`config.mk`:
```
export PLATFORM = sky130hd
export DESIGN_NAME = ntlm_md4_stage
export DESIGN_NICKNAME = d
export VERILOG_FILES = /design/src/hdl/ntlm_pkg.sv /design/src/hdl/ntlm_md4_stage.sv
export SDC_FILE = /design/constraint.sdc
export NUM_CORES = 1
export LEC_CHECK = 0
export BUFFER_PORTS_ARGS = -buffer_cell sky130_fd_sc_hd__buf_2
export CAP_MARGIN = 20
export CORE_AREA = 2 2 498 500
export DETAILED_ROUTE_END_ITERATION = 8
export DIE_AREA = 0 0 500 502
export PLACE_DENSITY_LB_ADDON = 0.05
export SLEW_MARGIN = 20
export SYNTH_ARGS = -nofsm -noshare
export SYNTH_HDL_FRONTEND = slang
export SYNTH_SLANG_ARGS = --single-unit
```
`constraint.sdc`:
```
create_clock -name clk -period 42.2 [get_ports clk]
set_clock_uncertainty 0.05 [all_clocks]
set_input_delay 6.33 -clock clk [delete_from_list [all_inputs] [get_ports clk]]
set_output_delay 6.33 -clock clk [all_outputs]
set_load 0.03 [all_outputs]
```
`src/hdl/ntlm_pkg.sv`:
```
// Shared types, constants and step helpers for the NTLM hash pipeline.
// No dependencies; imported by ntlm_md4_stage and ntlm_password_hash_top.
package ntlm_pkg;

  localparam int MAX_PW_CHARS = 27;
  localparam int NUM_STEPS    = 48;
  localparam int PW_BYTES     = 27;
  localparam int IN_DATA_W    = 224;
  localparam int OUT_DATA_W   = 128;

  localparam logic [31:0] IV_A = 32'h67452301;
  localparam logic [31:0] IV_B = 32'hefcdab89;
  localparam logic [31:0] IV_C = 32'h98badcfe;
  localparam logic [31:0] IV_D = 32'h10325476;

  localparam logic [31:0] K_R1 = 32'h5a827999;
  localparam logic [31:0] K_R2 = 32'h6ed9eba1;

  localparam logic [31:0] PAD_EVEN = 32'h00000080;
  localparam logic [31:0] PAD_ODD  = 32'h00800000;

  // chaining state, message block and too_long flag, carried stage to stage
  typedef struct packed {
    logic [31:0]       a;
    logic [31:0]       b;
    logic [31:0]       c;
    logic [31:0]       d;
    logic [15:0][31:0] blk;
    logic              too_long;
  } ntlm_pipe_t;

  // message word used by a given step
  function automatic logic [3:0] word_idx(input int step);
    logic [3:0] s;
    s = 4'(step % 16);
    case (step / 16)
      0:       word_idx = s;
      1:       word_idx = {s[1:0], s[3:2]};
      default: word_idx = {s[0], s[1], s[2], s[3]};
    endcase
  endfunction

  function automatic logic [4:0] rot_amt(input int step);
    logic [3:0] idx;
    idx = 4'((step / 16) * 4 + (step % 4));
    case (idx)
      4'd0:    rot_amt = 5'd3;
      4'd1:    rot_amt = 5'd7;
      4'd2:    rot_amt = 5'd11;
      4'd3:    rot_amt = 5'd19;
      4'd4:    rot_amt = 5'd3;
      4'd5:    rot_amt = 5'd5;
      4'd6:    rot_amt = 5'd9;
      4'd7:    rot_amt = 5'd13;
      4'd8:    rot_amt = 5'd3;
      4'd9:    rot_amt = 5'd9;
      4'd10:   rot_amt = 5'd11;
      default: rot_amt = 5'd15;
    endcase
  endfunction

  // one MD4 step; rotation amount is constant per stage
  function automatic ntlm_pipe_t md4_step(input ntlm_pipe_t p, input int step);
    ntlm_pipe_t  q;
    logic [31:0] f;
    logic [31:0] k;
    logic [31:0] t;
    logic [4:0]  r;
    q = p;
    case (step / 16)
      0: begin
        f = p.d ^ (p.b & (p.c ^ p.d));
        k = 32'h0;
      end
      1: begin
        f = (p.b & (p.c | p.d)) | (p.c & p.d);
        k = K_R1;
      end
      default: begin
        f = p.b ^ p.c ^ p.d;
        k = K_R2;
      end
    endcase
    t = p.a + f + p.blk[word_idx(step)] + k;
    r = rot_amt(step);
    t = (t << r) | (t >> (6'd32 - {1'b0, r}));
    q.a = p.d;
    q.d = p.c;
    q.c = p.b;
    q.b = t;
    md4_step = q;
  endfunction

endpackage

```
`src/hdl/ntlm_md4_stage.sv`:
```
// One registered MD4 step of the hash pipeline, with bubble-collapsing flow control.
// Depends on ntlm_pkg.
module ntlm_md4_stage #(
  parameter int STEP = 0
) (
  input  logic                clk,
  input  logic                rst_n,
  input  logic                up_valid,
  input  ntlm_pkg::ntlm_pipe_t up_data,
  output logic                up_ready,
  output logic                dn_valid,
  output ntlm_pkg::ntlm_pipe_t dn_data,
  input  logic                dn_ready
);
  import ntlm_pkg::*;

  logic       valid_r;
  ntlm_pipe_t data_r;
  ntlm_pipe_t data_nxt;

  assign up_ready = !valid_r || dn_ready;
  assign data_nxt = md4_step(up_data, STEP);

  always_ff @(posedge clk) begin
    if (!rst_n) begin
      valid_r <= 1'b0;
    end else if (up_ready) begin
      valid_r <= up_valid;
    end
  end

  always_ff @(posedge clk) begin
    if (up_ready && up_valid) begin
      data_r <= data_nxt;
    end
  end

  assign dn_valid = valid_r;
  assign dn_data  = data_r;

endmodule
```
==> results.sh, run 1 <==
export IMPL_timing_hold_violations_final=0
export IMPL_gr_usage_met3_pct=6.79
export IMPL_ctsLongestPathBuffers=3
export IMPL_most_common_layout_cells="buf_2 (1287), edfxtp_1 (641), clkbuf_16 (96)"
export IMPL_cpMaxStageDelayCell="buf_2"
export IMPL_netlist_instances=937
export IMPL_synth_net_count=1644
export IMPL_maxSlewViolCount=0
export IMPL_dp_final_hpwl_mm=108
export IMPL_cpPeakStageDelay_ns=0.19
export IMPL_synthFlopType="edfxtp_1"
export IMPL_tritoncts_num_buffers=95
export IMPL_synth_seq_cells=642
export IMPL_status="completed"
export IMPL_timing_critical_path_required_ns=35.82
export IMPL_power_per_cell_area_mw_per_mm2=52.8
export IMPL_cts_max_level=3
export IMPL_die_outline_height_um=502
export IMPL_worstSkewPairLatency_ns=0.70
export IMPL_final_min_clock_period_ns=13.16
export IMPL_syn_to_final_growth_pct=62.1
export IMPL_cts_num_sinks=642
export IMPL_timing_critical_path_max_delay_family="buffers and inverters"
export IMPL_drv_cap=0
export IMPL_port_buffers=1287
export IMPL_number_of_enable_type_register_cells_in_the_synthesized_netlist=641
export IMPL_synth_area_per_cell_sq_um=23.4
export IMPL_routed_wire_length_per_instance_um=22.8
export IMPL_path_clk_slew_ns=0.05
export IMPL_synthesis_yosys_warnings=0
export IMPL_register_area_sq_mm=0.0193
export IMPL_multi_input_area_sq_mm=0.00262
export IMPL_viasPerCell=2.72
export IMPL_crit_path_frequent_cell="buf_2"
export IMPL_synth_seq_area_share_pct=87.8
export IMPL_antenna_found_initial=149
export IMPL_initialDrtViolationCount=696
export IMPL_grt_max_degree=133
export IMPL_routabilityCongestion=0.768
export IMPL_fin_nets=3032
export IMPL_start_util_pct=8.95
export IMPL_critPathCaptureType="output pin"
export IMPL_post_cts_buffers=0
export IMPL_peak_freq_mhz=76.0
export IMPL_holdCritPathClass="reg2reg"
export IMPL_grt_first_pass_wirelength_mm=165
export IMPL_ctsHoldBuffers=0
export IMPL_worstSetupStartpointType="primary input"
export IMPL_final_fill_count=27400
export IMPL_grt_ovfl_total=0
export IMPL_use_met1_pct=8.49
export IMPL_layout_worst_path_cycle_share_pct=31.2
export IMPL_cts_resized=0
export IMPL_timing_worst_setup_path_type="in2out"
export IMPL_power_ir_vdd_worst_mv=0.0258
export IMPL_timing_critical_path_cells="buf_2 > nand2b_1 > buf_2"
export IMPL_async_flop_share_pct=0
export IMPL_drtPass1Iterations=4
export IMPL_global_route_usage_sum_pct=9.87
export IMPL_core_area_sq_mm=0.245
export IMPL_mostFrequentLayoutCell="buf_2"
export IMPL_setup_repair_after_global_routing_missed_its_margin="no"
export IMPL_count_of_vias_placed_by_the_detailed_router=15300
export IMPL_tightest_slew_ns=1.08
export IMPL_clock_root_buffer="clkbuf_16"
export IMPL_ios=1288
export IMPL_mappedNetlistArea_sq_mm=0.0220
export IMPL_met2_usage_pct=18.2
export IMPL_worstPathMaxFanout=3
export IMPL_final_setup_viol_count=0
export IMPL_p_leak_nw=13.9
export IMPL_setup_total_negative_slack_ns=0
export IMPL_yosys_cell_types_count=48
export IMPL_postRouteWirelength_mm=129
export IMPL_via_count_of_the_first_global_routing_pass=16900
export IMPL_die_area_sq_mm=0.251
export IMPL_gr_max_usage_layer="met2"
export IMPL_cp_arrival_ns=6.78
export IMPL_drcViolationCount=0
export IMPL_cts_tree="done"
export IMPL_slew_limit_headroom_pct=28.3
export IMPL_hold_ws_ns=0.499
export IMPL_row_count=182
export IMPL_ant_nets=0
export IMPL_timing_critical_path_buf_inv=2
export IMPL_dieWidth_um=500
export IMPL_layout_drive_gt1_share_pct=61.1
[worst paths after layout]
| path | start | endpoint | slack, ns | cells past startpoint |
|---|---|---|---|---|
| setup / recovery | dn_ready | up_ready | 29.04 | 3 |
| hold / removal | dn_valid | dn_valid | 0.50 | 2 |
| setup reg to reg | dn_valid | dn_data[458] | 38.36 | 5 |
| hold reg to reg | dn_valid | dn_valid | 0.50 | 2 |
[cells in the mapped netlist, types with 2 or more instances]
master	instances	area [sq um]
a211o_1	3	26.3
o211ai_1	3	22.5
mux2_2	30	338
a221o_1	2	20.0
a21oi_1	29	145
nand2b_1	2	12.5
and2_1	2	12.5
o21bai_1	8	60.1
nand2_1	24	90.1
a21boi_0	2	15.0
nor3_1	4	20.0
a21o_1	5	37.5
o21ai_1	2	10.0
a211oi_1	3	22.5
a31oi_1	2	12.5
a21oi_2	2	17.5
nor2b_1	5	31.3
nor2_1	13	48.8
o21ai_0	13	65.1
edfxtp_1	641	19200
nand4_1	5	31.3
and4_1	2	17.5
xor2_1	12	105
xnor2_1	19	166
o21a_1	2	15.0
buf_2	5	25.0
a41oi_1	3	26.3
fa_1	32	641
mux2i_1	3	30.0
inv_1	12	45.0
ha_1	30	375
[metrics by stage]
step / setup WS (ns) / instances / utilization, % / total power, W / area, sq um
detailed placement: 29.04 / 5448 / 13.2 / 0.00110 / 32500
global placement: 29.00 / 5448 / 13.2 / 0.00110 / 32500
global route: 29.02 / 5626 / 14.5 / 0.00198 / 35600
CTS: 29.04 / 5619 / 14.5 / 0.00194 / 35600
finish: 29.04 / 5631 / 14.5 / 0.00188 / 35600
floorplan: 19.94 / 937 / - / 0.000973 / 22000
[worst register-to-register path, stage by stage, from the launching register on]
cell and delay, ns:
dfxtp_1 0.30, nand2b_1 0.10, and2_4 0.66, buf_4 0.77
buf_4 0.83, buf_4 0.72
[where the power goes]
group          internal [W]  switching [W]  leakage (nW)
clock              0.000472       0.000332          1.47
combinational     0.0000868       0.000217          6.23
sequential         0.000760      0.0000118          6.21
[per-layer routing]
layer / wire (um) / vias up / part of all wire, %
met5: 356 / - / 0.28
met4: 4370 / 54 / 3.4
met3: 18800 / 405 / 15
met2: 66300 / 1115 / 52
met1: 38800 / 7143 / 30
li1: - / 6574 / -
[sequential cells by signal (all words and copies together) (netlist names)]
name	cells
dn_data	641
dn_valid	1
[logic make-up (layout without fill, tap and decap cells)]
logic type	count (synthesis)	in the layout	synth area share, %
DFF	642	642	87.8
adders and majority gates	62	62	4.63
AOI/OAI and AO/OA	90	90	2.95
other	0	12	0
xor gates and xnor gates	31	31	1.24
buffers and inverters	17	1479	0.319
and+or+nand+nor	62	62	1.42
muxes	33	33	1.68
[area by class of cell]
class | count | area share, %
Timing Repair Buffer | 1296 | 18.3
Sequential cell | 642 | 54.1
Clock inverter | 58 | 1.72
Inverter | 12 | 0.127
Tap cell | 3220 | 11.3
Multi-Input combinational cell | 278 | 7.35
Antenna cell | 12 | 0.0844
Clock buffer | 113 | 6.93
Note: power is estimated with default switching activity, not from simulation.
==> run 2: changes to the inputs <==
ABC_AREA = 1   (was not set)
CORE_AREA = 2 2 501 503   (was 2 2 498 500)
DIE_AREA = 0 0 503 505   (was 0 0 500 502)
clock period = 11.8 ns   (was 42.2 ns; I/O delays follow)
==> results.sh, run 2 <==
export IMPL_status="completed"
export IMPL_synthesis_yosys_warnings=0
export IMPL_cts_tree="done"
export IMPL_p_leak_nw=14.9
export IMPL_post_synth_main_area_contributors="edfxtp_1 (85%), nand2_1 (3.5%), fa_1 (2.8%)"
export IMPL_mappedNetlistArea_sq_mm=0.0226
export IMPL_start_util_pct=9.10
export IMPL_port_buffers=1287
export IMPL_drv_cap=0
export IMPL_row_count=183
export IMPL_total_power_w=0.00684
export IMPL_register_area_sq_mm=0.0193
export IMPL_synth_top_cells_by_count="edfxtp_1 (641), nand2_1 (211), inv_1 (104)"
export IMPL_timing_critical_path_required_ns=12.09
export IMPL_cts_resized=0
export IMPL_cp_arrival_ns=4.44
export IMPL_fin_nets=3285
export IMPL_synth_top_cell_by_area="edfxtp_1"
export IMPL_cts_max_level=3
export IMPL_timing_critical_path_from="dn_ready"
export IMPL_final_fill_count=27900
export IMPL_tightest_slew_ns=0.988
export IMPL_crit_path_frequent_cell="buf_4"
export IMPL_dp_final_hpwl_mm=121
export IMPL_cts_num_sinks=642
export IMPL_holdCritPathClass="reg2reg"
export IMPL_worstRegToRegCells=3
export IMPL_timing_worst_setup_path_type="in2reg"
export IMPL_path_clk_slew_ns=0.05
export IMPL_layout_worst_path_cycle_share_pct=35.2
export IMPL_critPathCaptureType="flop"
export IMPL_global_route_usage_sum_pct=10.9
export IMPL_ant_nets=0
export IMPL_slew_limit_headroom_pct=34.0
export IMPL_ctsHoldBuffers=0
export IMPL_die_outline_height_um=505
export IMPL_clock_root_buffer="clkbuf_16"
export IMPL_post_synth_top_area_fraction_pct=85.3
export IMPL_setup_worst_path_end="dn_data[43]"
export IMPL_multi_input_area_sq_mm=0.00291
export IMPL_routabilityCongestion=0.764
export IMPL_setup_repair_after_global_routing_missed_its_margin="no"
export IMPL_synth_area_per_cell_sq_um=19.0
export IMPL_worstSetupStartpointType="primary input"
export IMPL_initialDrtViolationCount=740
export IMPL_drcViolationCount=0
export IMPL_post_cts_buffers=0
export IMPL_via_count_of_the_first_global_routing_pass=17800
export IMPL_worstReg2RegStart="dn_valid"
export IMPL_number_of_enable_type_register_cells_in_the_synthesized_netlist=641
export IMPL_power_ir_vdd_worst_mv=0.0996
export IMPL_cpPeakStageDelay_ns=0.80
export IMPL_layout_drive_gt1_share_pct=56.0
export IMPL_peak_freq_mhz=241
export IMPL_fin_util_pct=14.7
export IMPL_synth_seq_area_share_pct=85.4
export IMPL_viasPerCell=2.72
export IMPL_worstPathMaxFanout=62
export IMPL_synthFlopType="edfxtp_1"
export IMPL_grt_max_degree=117
export IMPL_count_of_vias_placed_by_the_detailed_router=16400
export IMPL_syn_to_final_growth_pct=62.1
export IMPL_core_area_sq_mm=0.248
export IMPL_grt_first_pass_wirelength_mm=182
export IMPL_rrSetupSlack_ns=8.50
export IMPL_mostFrequentLayoutCell="buf_2"
export IMPL_netlist_instances=1186
export IMPL_final_min_clock_period_ns=4.16
export IMPL_crit_reg2reg_capture="dn_data[43]"
export IMPL_cpMaxStageDelayCell="buf_4"
export IMPL_die_area_sq_mm=0.254
export IMPL_tritoncts_num_buffers=95
export IMPL_worstSkewPairLatency_ns=0.69
export IMPL_drtPass1Iterations=6
export IMPL_postRouteWirelength_mm=144
export IMPL_final_setup_viol_count=0
export IMPL_most_common_layout_cells="buf_2 (1287), edfxtp_1 (641), nand2_1 (211)"
export IMPL_async_flop_share_pct=0
export IMPL_antenna_found_initial=179
export IMPL_synth_net_count=1893
export IMPL_ctsLongestPathBuffers=3
export IMPL_timing_critical_path_cells="buf_2 > inv_4 > a21oi_4 > buf_4 > buf_4"
export IMPL_ios=1288
export IMPL_routed_wire_length_per_instance_um=23.9
export IMPL_power_per_cell_area_mw_per_mm2=187
export IMPL_yosys_cell_types_count=25
export IMPL_maxSlewViolCount=0
export IMPL_dieWidth_um=503
export IMPL_timing_hold_worst_start="dn_valid"
export IMPL_post_synth_top_count_cell="edfxtp_1"
export IMPL_hold_ws_ns=0.525
export IMPL_largest_reg_flops=641
export IMPL_synth_seq_cells=642
export IMPL_timing_hold_violations_final=0
export IMPL_min_path_cells=2
export IMPL_grt_ovfl_total=0
-- run 2: cell types whose count changed in the layout (fill, tap and decap cells not counted), moves of 9 or more --
cell     change
inv_1       +90
o21ai_0     -12
diode_2     +28
nand3_1     +21
a21oi_1     -11
nor2_1      +25
nand2_2      +9
nand2_1    +187
xnor2_1     -19
-- run 2: worst min path at each step --
stage	endpoint	slack [ns]
final	dn_valid	0.53
after global routing	dn_valid	0.56
after CTS	dn_valid	0.53
after detailed placement	dn_valid	0.52
after global placement	dn_valid	0.50
after floorplan	dn_valid	0.84
-- run 2: layout make-up --
cell class	instances	area share, %
Timing Repair Buffer	1295	17.9
Sequential cell	642	52.7
Inverter	108	1.11
Clock inverter	57	1.87
Tap cell	3330	11.4
Multi-Input combinational cell	436	7.96
Antenna cell	40	0.274
Clock buffer	115	6.84
-- run 2: cells by family after synthesis --
logic type	synth area share, %
AO/OA/AOI/OAI	0.687
buffers and inverters	1.80
adder cells (fa/ha/maj)	4.50
multiplexers	1.54
flip-flops	85.4
XOR/XNOR	0.621
AND/OR/NAND/NOR	5.50
-- run 2: report_power, final --
| part | switching (W) | total [W] | internal [W] | leakage (nW) |
|---|---|---|---|---|
| registers | 0.0000435 | 0.00276 | 0.00271 | 6.21 |
| logic | 0.000821 | 0.00112 | 0.000302 | 7.15 |
| clock network | 0.00122 | 0.00296 | 0.00174 | 1.52 |
-- run 2: worst max-delay path: cells and delay by family --
| kind | cells | cell delay, ns |
|---|---|---|
| AOI/OAI and AO/OA | 1 | 0.77 |
| buffers and inverters | 4 | 1.71 |
-- run 2: routing by layer --
metal	part of all wire (%)	vias up	global-route usage, %	routed length [um]
met5	0.20	-	0	289
met4	2.7	44	2.23	3910
met3	12	366	5.76	17500
met2	53	1029	20.8	76600
met1	32	7795	10.0	45700
li1	-	7177	-	-
-- run 2: per-stage QoR --
step                area (sq um)  setup slack [ns]  cells  setup TNS, ns
finish                     36600              7.64   6023              0
global placement           33300              6.86   5811              0
global route               36500              7.43   5987              0
detailed placement         33300              6.74   5811              0
floorplan                  22600            -0.951   1186        -609.72
CTS                        36500              7.61   5983              0
